$ cat src/lfsm_pkg.sv
`timescale 1ns / 1ps
package lfsm_pkg;

  // Front sensor patterns, bit2 bit1 bit0
  localparam logic [2:0] PAT_NONE        = 3'b000;
  localparam logic [2:0] PAT_RIGHT_FAR   = 3'b001;
  localparam logic [2:0] PAT_CENTER      = 3'b010;
  localparam logic [2:0] PAT_RIGHT_NEAR  = 3'b011;
  localparam logic [2:0] PAT_LEFT_FAR    = 3'b100;
  localparam logic [2:0] PAT_SPLIT       = 3'b101;
  localparam logic [2:0] PAT_LEFT_NEAR   = 3'b110;
  localparam logic [2:0] PAT_ALL         = 3'b111;

  // Configuration register indexes
  localparam logic [1:0] REG_FORWARD_SPEED     = 2'd0;
  localparam logic [1:0] REG_PROPORTIONAL_GAIN = 2'd1;
  localparam logic [1:0] REG_INTEGRAL_PERIOD   = 2'd2;

  localparam logic [7:0] RST_FORWARD_SPEED     = 8'd127;
  localparam logic [6:0] RST_PROPORTIONAL_GAIN = 7'd40;
  localparam logic [7:0] RST_INTEGRAL_PERIOD   = 8'd10;

  localparam logic [6:0] INTEGRAL_MAX = 7'd127;

  localparam int unsigned CMD_W = 8;
  localparam int unsigned ROT_W = 10;
  localparam int unsigned SUM_W = 11;

endpackage

$ cat src/lfsm_mix.sv
`timescale 1ns / 1ps
// Mixes forward speed and rotation into clamped wheel codes.
module lfsm_mix (
  input  logic signed [7:0]                    speed_i,
  input  logic signed [lfsm_pkg::ROT_W-1:0]    rotation_i,
  output logic        [lfsm_pkg::CMD_W-1:0]    left_command_o,
  output logic        [lfsm_pkg::CMD_W-1:0]    right_command_o
);

  logic signed [lfsm_pkg::SUM_W-1:0] speed_ext;
  logic signed [lfsm_pkg::SUM_W-1:0] rot_ext;
  logic signed [lfsm_pkg::SUM_W-1:0] left_sum;
  logic signed [lfsm_pkg::SUM_W-1:0] right_sum;

  function automatic logic [lfsm_pkg::CMD_W-1:0] to_code(
    input logic signed [lfsm_pkg::SUM_W-1:0] v
  );
    logic signed [lfsm_pkg::SUM_W-1:0] r;
    begin
      r = '0;
      if (v > 11'sd127) begin
        r = 11'sd127;
      end else if (v < -11'sd127) begin
        r = 11'sd254;
      end else if (v < 11'sd0) begin
        r = 11'sd127 - v;
      end else begin
        r = v;
      end
      to_code = r[lfsm_pkg::CMD_W-1:0];
    end
  endfunction

  assign speed_ext = {{(lfsm_pkg::SUM_W-8){speed_i[7]}}, speed_i};
  assign rot_ext   = {{(lfsm_pkg::SUM_W-lfsm_pkg::ROT_W){rotation_i[lfsm_pkg::ROT_W-1]}},
                      rotation_i};
  assign left_sum  = rot_ext + speed_ext;
  assign right_sum = rot_ext - speed_ext;

  assign left_command_o  = to_code(left_sum);
  assign right_command_o = to_code(right_sum);

endmodule

$ cat src/line_follow_steer_mixer_top.sv
`timescale 1ns / 1ps
// Line follower steering and wheel mixer.
// Input channel: in_valid_i / in_ready_o carry one request, a 3-bit front
// sensor sample (sensor_bits_i). Output channel: out_valid_o / out_ready_i
// carry one result per request: left and right motor codes, the rotation
// demand before mixing and a line lost flag.
// Config: cfg_we_i writes cfg_data_i to the register at cfg_index_i
// (0 forward speed, 1 gain, 2 integral period); other indexes are ignored.
// Write only while no request is in flight.
// Output path: an accepted request passes the sample register, then the
// result register, which drives out_valid_o.
// Throughput: one request per cycle while the receiver does not stall; the
// only loop is the tick counter / integral update, computed combinationally.
// Receiver stall: the result register holds, the sample register holds one
// more request behind it, then in_ready_o drops until out_ready_i returns.
// Reset: config registers take 127 / 40 / 10, tick count and integral clear,
// both channels go empty.
module line_follow_steer_mixer_top (
  input  logic                                clk_i,
  input  logic                                rst_ni,
  input  logic                                cfg_we_i,
  input  logic [1:0]                          cfg_index_i,
  input  logic [7:0]                          cfg_data_i,
  input  logic                                in_valid_i,
  output logic                                in_ready_o,
  input  logic [2:0]                          sensor_bits_i,
  output logic                                out_valid_o,
  input  logic                                out_ready_i,
  output logic [lfsm_pkg::CMD_W-1:0]          left_command_o,
  output logic [lfsm_pkg::CMD_W-1:0]          right_command_o,
  output logic signed [lfsm_pkg::ROT_W-1:0]   rotation_demand_o,
  output logic                                line_lost_o
);

  // config
  logic [7:0] speed_q;
  logic [6:0] gain_q;
  logic [7:0] period_q;

  // loop state
  logic [7:0] tick_q, tick_d;
  logic [6:0] integ_q, integ_d;

  // sample stage
  logic       smp_valid_q;
  logic [2:0] smp_bits_q;

  // result stage
  logic                               res_valid_q;
  logic [lfsm_pkg::CMD_W-1:0]         left_q, right_q;
  logic signed [lfsm_pkg::ROT_W-1:0]  rot_q;
  logic                               lost_q;

  logic advance;
  logic clear_pat;
  logic [7:0] tick_inc;
  logic signed [lfsm_pkg::ROT_W-1:0] rot_d;
  logic signed [lfsm_pkg::ROT_W-1:0] p1, p2, integ_ext;
  logic [lfsm_pkg::CMD_W-1:0] left_d, right_d;

  assign advance    = smp_valid_q && (!res_valid_q || out_ready_i);
  assign in_ready_o = !smp_valid_q || advance;

  always_ff @(posedge clk_i or negedge rst_ni) begin
    if (!rst_ni) begin
      speed_q  <= lfsm_pkg::RST_FORWARD_SPEED;
      gain_q   <= lfsm_pkg::RST_PROPORTIONAL_GAIN;
      period_q <= lfsm_pkg::RST_INTEGRAL_PERIOD;
    end else if (cfg_we_i) begin
      case (cfg_index_i)
        lfsm_pkg::REG_FORWARD_SPEED:     speed_q  <= cfg_data_i;
        lfsm_pkg::REG_PROPORTIONAL_GAIN: gain_q   <= cfg_data_i[6:0];
        lfsm_pkg::REG_INTEGRAL_PERIOD:   period_q <= cfg_data_i;
        default: ;
      endcase
    end
  end

  // centre and all-line clear the loop; anything else ticks
  assign clear_pat = (smp_bits_q == lfsm_pkg::PAT_CENTER) ||
                     (smp_bits_q == lfsm_pkg::PAT_ALL);
  assign tick_inc  = tick_q + 8'd1;

  always_comb begin
    tick_d  = tick_q;
    integ_d = integ_q;
    if (clear_pat) begin
      tick_d  = '0;
      integ_d = '0;
    end else if (tick_inc == period_q) begin
      tick_d = '0;
      if (integ_q != lfsm_pkg::INTEGRAL_MAX) begin
        integ_d = integ_q + 7'd1;
      end
    end else begin
      tick_d = tick_inc;
    end
  end

  assign p1        = {{(lfsm_pkg::ROT_W-7){1'b0}}, gain_q};
  assign p2        = {{(lfsm_pkg::ROT_W-8){1'b0}}, gain_q, 1'b0};
  assign integ_ext = {{(lfsm_pkg::ROT_W-7){1'b0}}, integ_d};

  // integral enters only for the four side patterns, always with a positive sign
  always_comb begin
    case (smp_bits_q)
      lfsm_pkg::PAT_RIGHT_NEAR: rot_d = integ_ext + p1;
      lfsm_pkg::PAT_RIGHT_FAR:  rot_d = integ_ext + p2;
      lfsm_pkg::PAT_LEFT_NEAR:  rot_d = integ_ext - p1;
      lfsm_pkg::PAT_LEFT_FAR:   rot_d = integ_ext - p2;
      default:                  rot_d = '0;
    endcase
  end

  lfsm_mix u_mix (
    .speed_i         (speed_q),
    .rotation_i      (rot_d),
    .left_command_o  (left_d),
    .right_command_o (right_d)
  );

  always_ff @(posedge clk_i or negedge rst_ni) begin
    if (!rst_ni) begin
      smp_valid_q <= 1'b0;
      res_valid_q <= 1'b0;
      tick_q      <= '0;
      integ_q     <= '0;
    end else begin
      if (in_ready_o) begin
        smp_valid_q <= in_valid_i;
      end
      if (advance) begin
        res_valid_q <= 1'b1;
        tick_q      <= tick_d;
        integ_q     <= integ_d;
      end else if (out_ready_i) begin
        res_valid_q <= 1'b0;
      end
    end
  end

  always_ff @(posedge clk_i) begin
    if (in_ready_o && in_valid_i) begin
      smp_bits_q <= sensor_bits_i;
    end
    if (advance) begin
      left_q  <= left_d;
      right_q <= right_d;
      rot_q   <= rot_d;
      lost_q  <= (smp_bits_q == lfsm_pkg::PAT_NONE);
    end
  end

  assign out_valid_o       = res_valid_q;
  assign left_command_o    = left_q;
  assign right_command_o   = right_q;
  assign rotation_demand_o = rot_q;
  assign line_lost_o       = lost_q;

  // centre or all-line leaves the loop state cleared
  a_clear: assert property (@(posedge clk_i) disable iff (!rst_ni)
    advance && clear_pat |=> (tick_q == 8'd0) && (integ_q == 7'd0))
    else $error("loop state not cleared");

  // integral never decreases between clears
  a_integ_mono: assert property (@(posedge clk_i) disable iff (!rst_ni)
    advance && !clear_pat |=> integ_q >= $past(integ_q))
    else $error("integral decreased");

  // lost line carries no rotation
  a_lost_rot: assert property (@(posedge clk_i) disable iff (!rst_ni)
    out_valid_o && line_lost_o |-> rotation_demand_o == '0)
    else $error("rotation on lost line");

  // stalled result is not overwritten
  a_hold: assert property (@(posedge clk_i) disable iff (!rst_ni)
    out_valid_o && !out_ready_i |=> out_valid_o && $stable(rotation_demand_o))
    else $error("stalled result lost");

endmodule
$ cat config.mk
export PLATFORM = sky130hd
export DESIGN_NAME = line_follow_steer_mixer_top
export DESIGN_NICKNAME = d
export VERILOG_FILES = /design/src/lfsm_pkg.sv /design/src/lfsm_mix.sv /design/src/line_follow_steer_mixer_top.sv
export SDC_FILE = /design/constraint.sdc
export NUM_CORES = 1
export LEC_CHECK = 0
export ABC_AREA = 1
export BUFFER_PORTS_ARGS = -buffer_cell sky130_fd_sc_hd__buf_2
export CAP_MARGIN = 30
export CORE_MARGIN = 2
export CORE_UTILIZATION = 50
export CTS_CLUSTER_DIAMETER = 100
export DETAILED_ROUTE_END_ITERATION = 8
export PLACE_DENSITY = 0.69
export SYNTH_ARGS = -nofsm -noshare
export SYNTH_HDL_FRONTEND = slang
export SYNTH_SLANG_ARGS = --single-unit
$ cat constraint.sdc
create_clock -name clk_i -period 5.9 [get_ports clk_i]
set_input_delay 0.295 -clock clk_i [delete_from_list [all_inputs] [get_ports clk_i]]
set_output_delay 0.295 -clock clk_i [all_outputs]
set_load 0.01 [all_outputs]
==> flow_summary.toml <==
[yosys]
synth_area_leaders = "edfxtp_1 16%, nand2_1 13%, dfrtp_1 13%"
synthDistinctLibCells = 41
syn_area_mm2 = 0.00570
async_reset_ff_frac = 0.571
syn_inst = 765
synth_area_per_cell_um2 = 7.45
synth_top_area_frac = 0.158
yosys.area.top_type = "edfxtp_1"
synth-seq-cells = 70
ys_seq_area_frac = 0.336
syn-num-nets = 840
ys.flop_type = "edfxtp_1"
synth_edf_count = 30
yosysWarnings = 0

[grt]
antenna_found_initial = 0
grt_first_pass_wirelength_mm = 23.0
grt_use_total = 0.229
first_global_vias = 4758
grt_max_degree = 41
overflow = 0

[die]
design.core.area_mm2 = 0.0110
start_util = 0.519
die-area_mm2 = 0.0123
die_y_um = 111
fp.dieW_um = 111
boundaryPins = 47
row_count = 38

[timing]
setup_viol_count_final = 0
fmax_mhz = 185
maxSlewHeadroom = 0.407
min_period_over_period = 0.914
hold_viol = 0
hold-worst-slack_ps = 78.1
rsz0062_at_grt = "no"
setup_ws_ps = 505
fin_tns_setup_ps = 0
drv_slew = 0
worst_pin_slew_ps = 889
finalClockSkew_ps = 6.49
period_needed_ps = 5390

[critical_path]
regToRegSetupSlack_ps = 510
rr_startpoint = "tick_q[0]$_DFFE_PN0P_"
critPathCaptureType = "flop"
max_stage_delay_ps = 460
worstPathArrival_ps = 5490
required_ps = 5990
r2r_cells = 32
rr_endpoint = "right_command_o[0]$_SDFFCE_PN1P_"
cp_slowest_cell = "dfrtp_1"
start_kind = "flop"
cpMostUsedCell = "nand2_1"
critPathKind = "reg2reg"
cp_max_fo = 9

[drt]
drt-initial-drc-count = 373
ant_nets = 0
totalWireLength_mm = 13.9
first_pass_iters = 8
drc = 0
avgViaCountPerCell = 5.41
wl_per_cell_um = 14.4
vias = 5209

[cells_and_area]
fin_nets = 892
syn2layout_area_growth_pct = 12.3
drive_gt1_frac = 0.141
diodes = 0
fill_cells = 991
multi_input_area_mm2 = 0.00334
seq_area_mm2 = 0.00192
final_cell_area_mm2 = 0.00640

[power_and_ir_drop]
p_comb_frac = 0.540
p_switching_w = 0.00125
internal_power_w = 0.00149
p_per_area_mw_per_mm2 = 428
ir_worst_vdd_v = 0.000206
p_clk_frac = 0.182
power.share.sequential = 0.278
sw_frac_of_total = 0.455
power.leakage_nw = 3.22

[clocking]
cts_buffer_depth = 2
cts-root-buf = "clkbuf_16"
cts_tree = "yes"
clock-sinks = 70
clk_latency_ps = 340
clk_pin_slew_ps = 60
hold_buffers = 0
htree_num_levels = 3
numCtsBuffers = 9

[place]
post_dp_cell_area_mm2 = 0.00606
gp_congestion = 0.943
dp_slack_ps = 431
dpl.hpwl_mm = 10.9
io_buffer_count = 46

[status]
status = "finished clean"

[run]
drv_cap = 0

[hold_path]
hp-class = "in2async"
state kept, by name (all words and copies together), names as in the netlist:
register           cells
gain_q                 7
integ_q                7
left_command_o         8
line_lost_o            1
out_valid_o            1
period_q               8
right_command_o        8
rotation_demand_o     10
smp_bits_q             3
smp_valid_q            1
speed_q                8
tick_q                 8
layout make-up:
cell class                 count  area share
inverter                     107      0.0628
tap                          140      0.0274
clock buffer                  12      0.0385
timing repair buffer          53      0.0462
clock inverter                 4     0.00332
multi-input combinational    576       0.522
sequential                    70       0.299
synthesized netlist by cell type, types with 2 or more instances:
library cell,n
nor2_4,2
or2_2,5
nor2_1,49
a21o_1,2
edfxtp_1,30
nand2_4,3
nand3_1,81
inv_1,103
o211ai_1,3
o21bai_1,4
nor2_2,4
nand2_1,203
nand4_1,33
nand2_2,10
xnor2_1,6
o21ai_0,42
nand3_2,2
dfstp_2,11
buf_2,3
inv_2,4
clkbuf_1,7
nor3_1,6
dfrtp_1,29
o2111ai_1,2
fa_1,6
xor2_1,17
nand3b_1,3
a21oi_1,32
ha_1,51
kinds of logic (layout without fill, tap and decap cells):
family,Yosys count,after routing,share of synthesized area
adder cells (fa/ha/maj),57,57,0.133
AO/OA/AOI/OAI,93,93,0.0907
AND/OR/NAND/NOR,403,403,0.324
buffers and inverters,119,176,0.0810
XOR/XNOR,23,23,0.0354
flip-flops,70,70,0.336
worst max path at each step:
| stage | start | end | cells after the start |
|---|---|---|---|
| CTS | tick_q[0]$_DFFE_PN0P_ | right_command_o[1]$_SDFFCE_PP1P_ | 28 |
| detailed placement | tick_q[0]$_DFFE_PN0P_ | right_command_o[1]$_SDFFCE_PP1P_ | 28 |
| global placement | tick_q[0]$_DFFE_PN0P_ | right_command_o[2]$_SDFFCE_PP1P_ | 30 |
| floorplan | tick_q[0]$_DFFE_PN0P_ | right_command_o[0]$_SDFFCE_PN1P_ | 32 |
| finish | tick_q[0]$_DFFE_PN0P_ | right_command_o[0]$_SDFFCE_PN1P_ | 32 |
| global route | tick_q[0]$_DFFE_PN0P_ | right_command_o[1]$_SDFFCE_PP1P_ | 31 |
through the flow:
step | instances | utilization | total power, W
after floorplan | 765 | - | 0.00186
after global placement | 942 | 0.552 | 0.00218
after detailed placement | 942 | 0.552 | 0.00221
after CTS | 958 | 0.577 | 0.00271
after global routing | 962 | 0.582 | 0.00299
final | 962 | 0.582 | 0.00274
worst max-delay path: cells and delay by family (launching register included):
family | cells | cell delay [ps]
simple gates | 23 | 2800
fa+ha+maj | 3 | 980
compound gates | 3 | 510
flops | 1 | 460
buf+inv | 3 | 400
per-layer routing:
metal	track usage	vias to the layer above	wire length [um]
met5	0	-	0
met4	0.0850	0	300
met3	0.0334	25	853
met2	0.369	172	6480
met1	0.314	2377	6260
li1	-	2635	-
power by group through the flow:
stage / combinational [W] / sequential, W / clock [W]
3_5_place_dp: 0.00144 / 0.000768 / 0
3_3_place_gp: 0.00142 / 0.000763 / 0
6_report: 0.00148 / 0.000761 / 0.000500
5_1_grt: 0.00168 / 0.000776 / 0.000524
2_1_floorplan: 0.00108 / 0.000777 / 0
4_1_cts: 0.00145 / 0.000760 / 0.000505
cell usage in the layout (no fill, tap or decap), types with 2 or more instances in the layout:
cell type  count
nand2_1      203
inv_1        103
nand3_1       80
nor2_1        49
ha_1          48
buf_2         46
o21ai_0       42
nand4_1       33
a21oi_1       32
edfxtp_1      30
dfrtp_1       29
xor2_1        17
dfstp_2       11
nand2_2       10
clkbuf_16      9
xnor2_1        6
nor3_1         6
fa_1           6
buf_4          6
or2_2          5
nor2_2         4
inv_2          4
o21bai_1       4
nand3_2        3
nand3b_1       3
nand2_4        3
o211ai_1       3
clkinv_2       3
nor2_4         2
o2111ai_1      2
a21o_1         2
ha_2           2
clkbuf_1       2
timing repair:
item,in CTS,in global routing
setup buffers,0,4
endpoints found under the setup margin,0,14
hold endpoints to repair,0,0
gates resized for setup,0,4
Power figures use the tool's default switching activity.
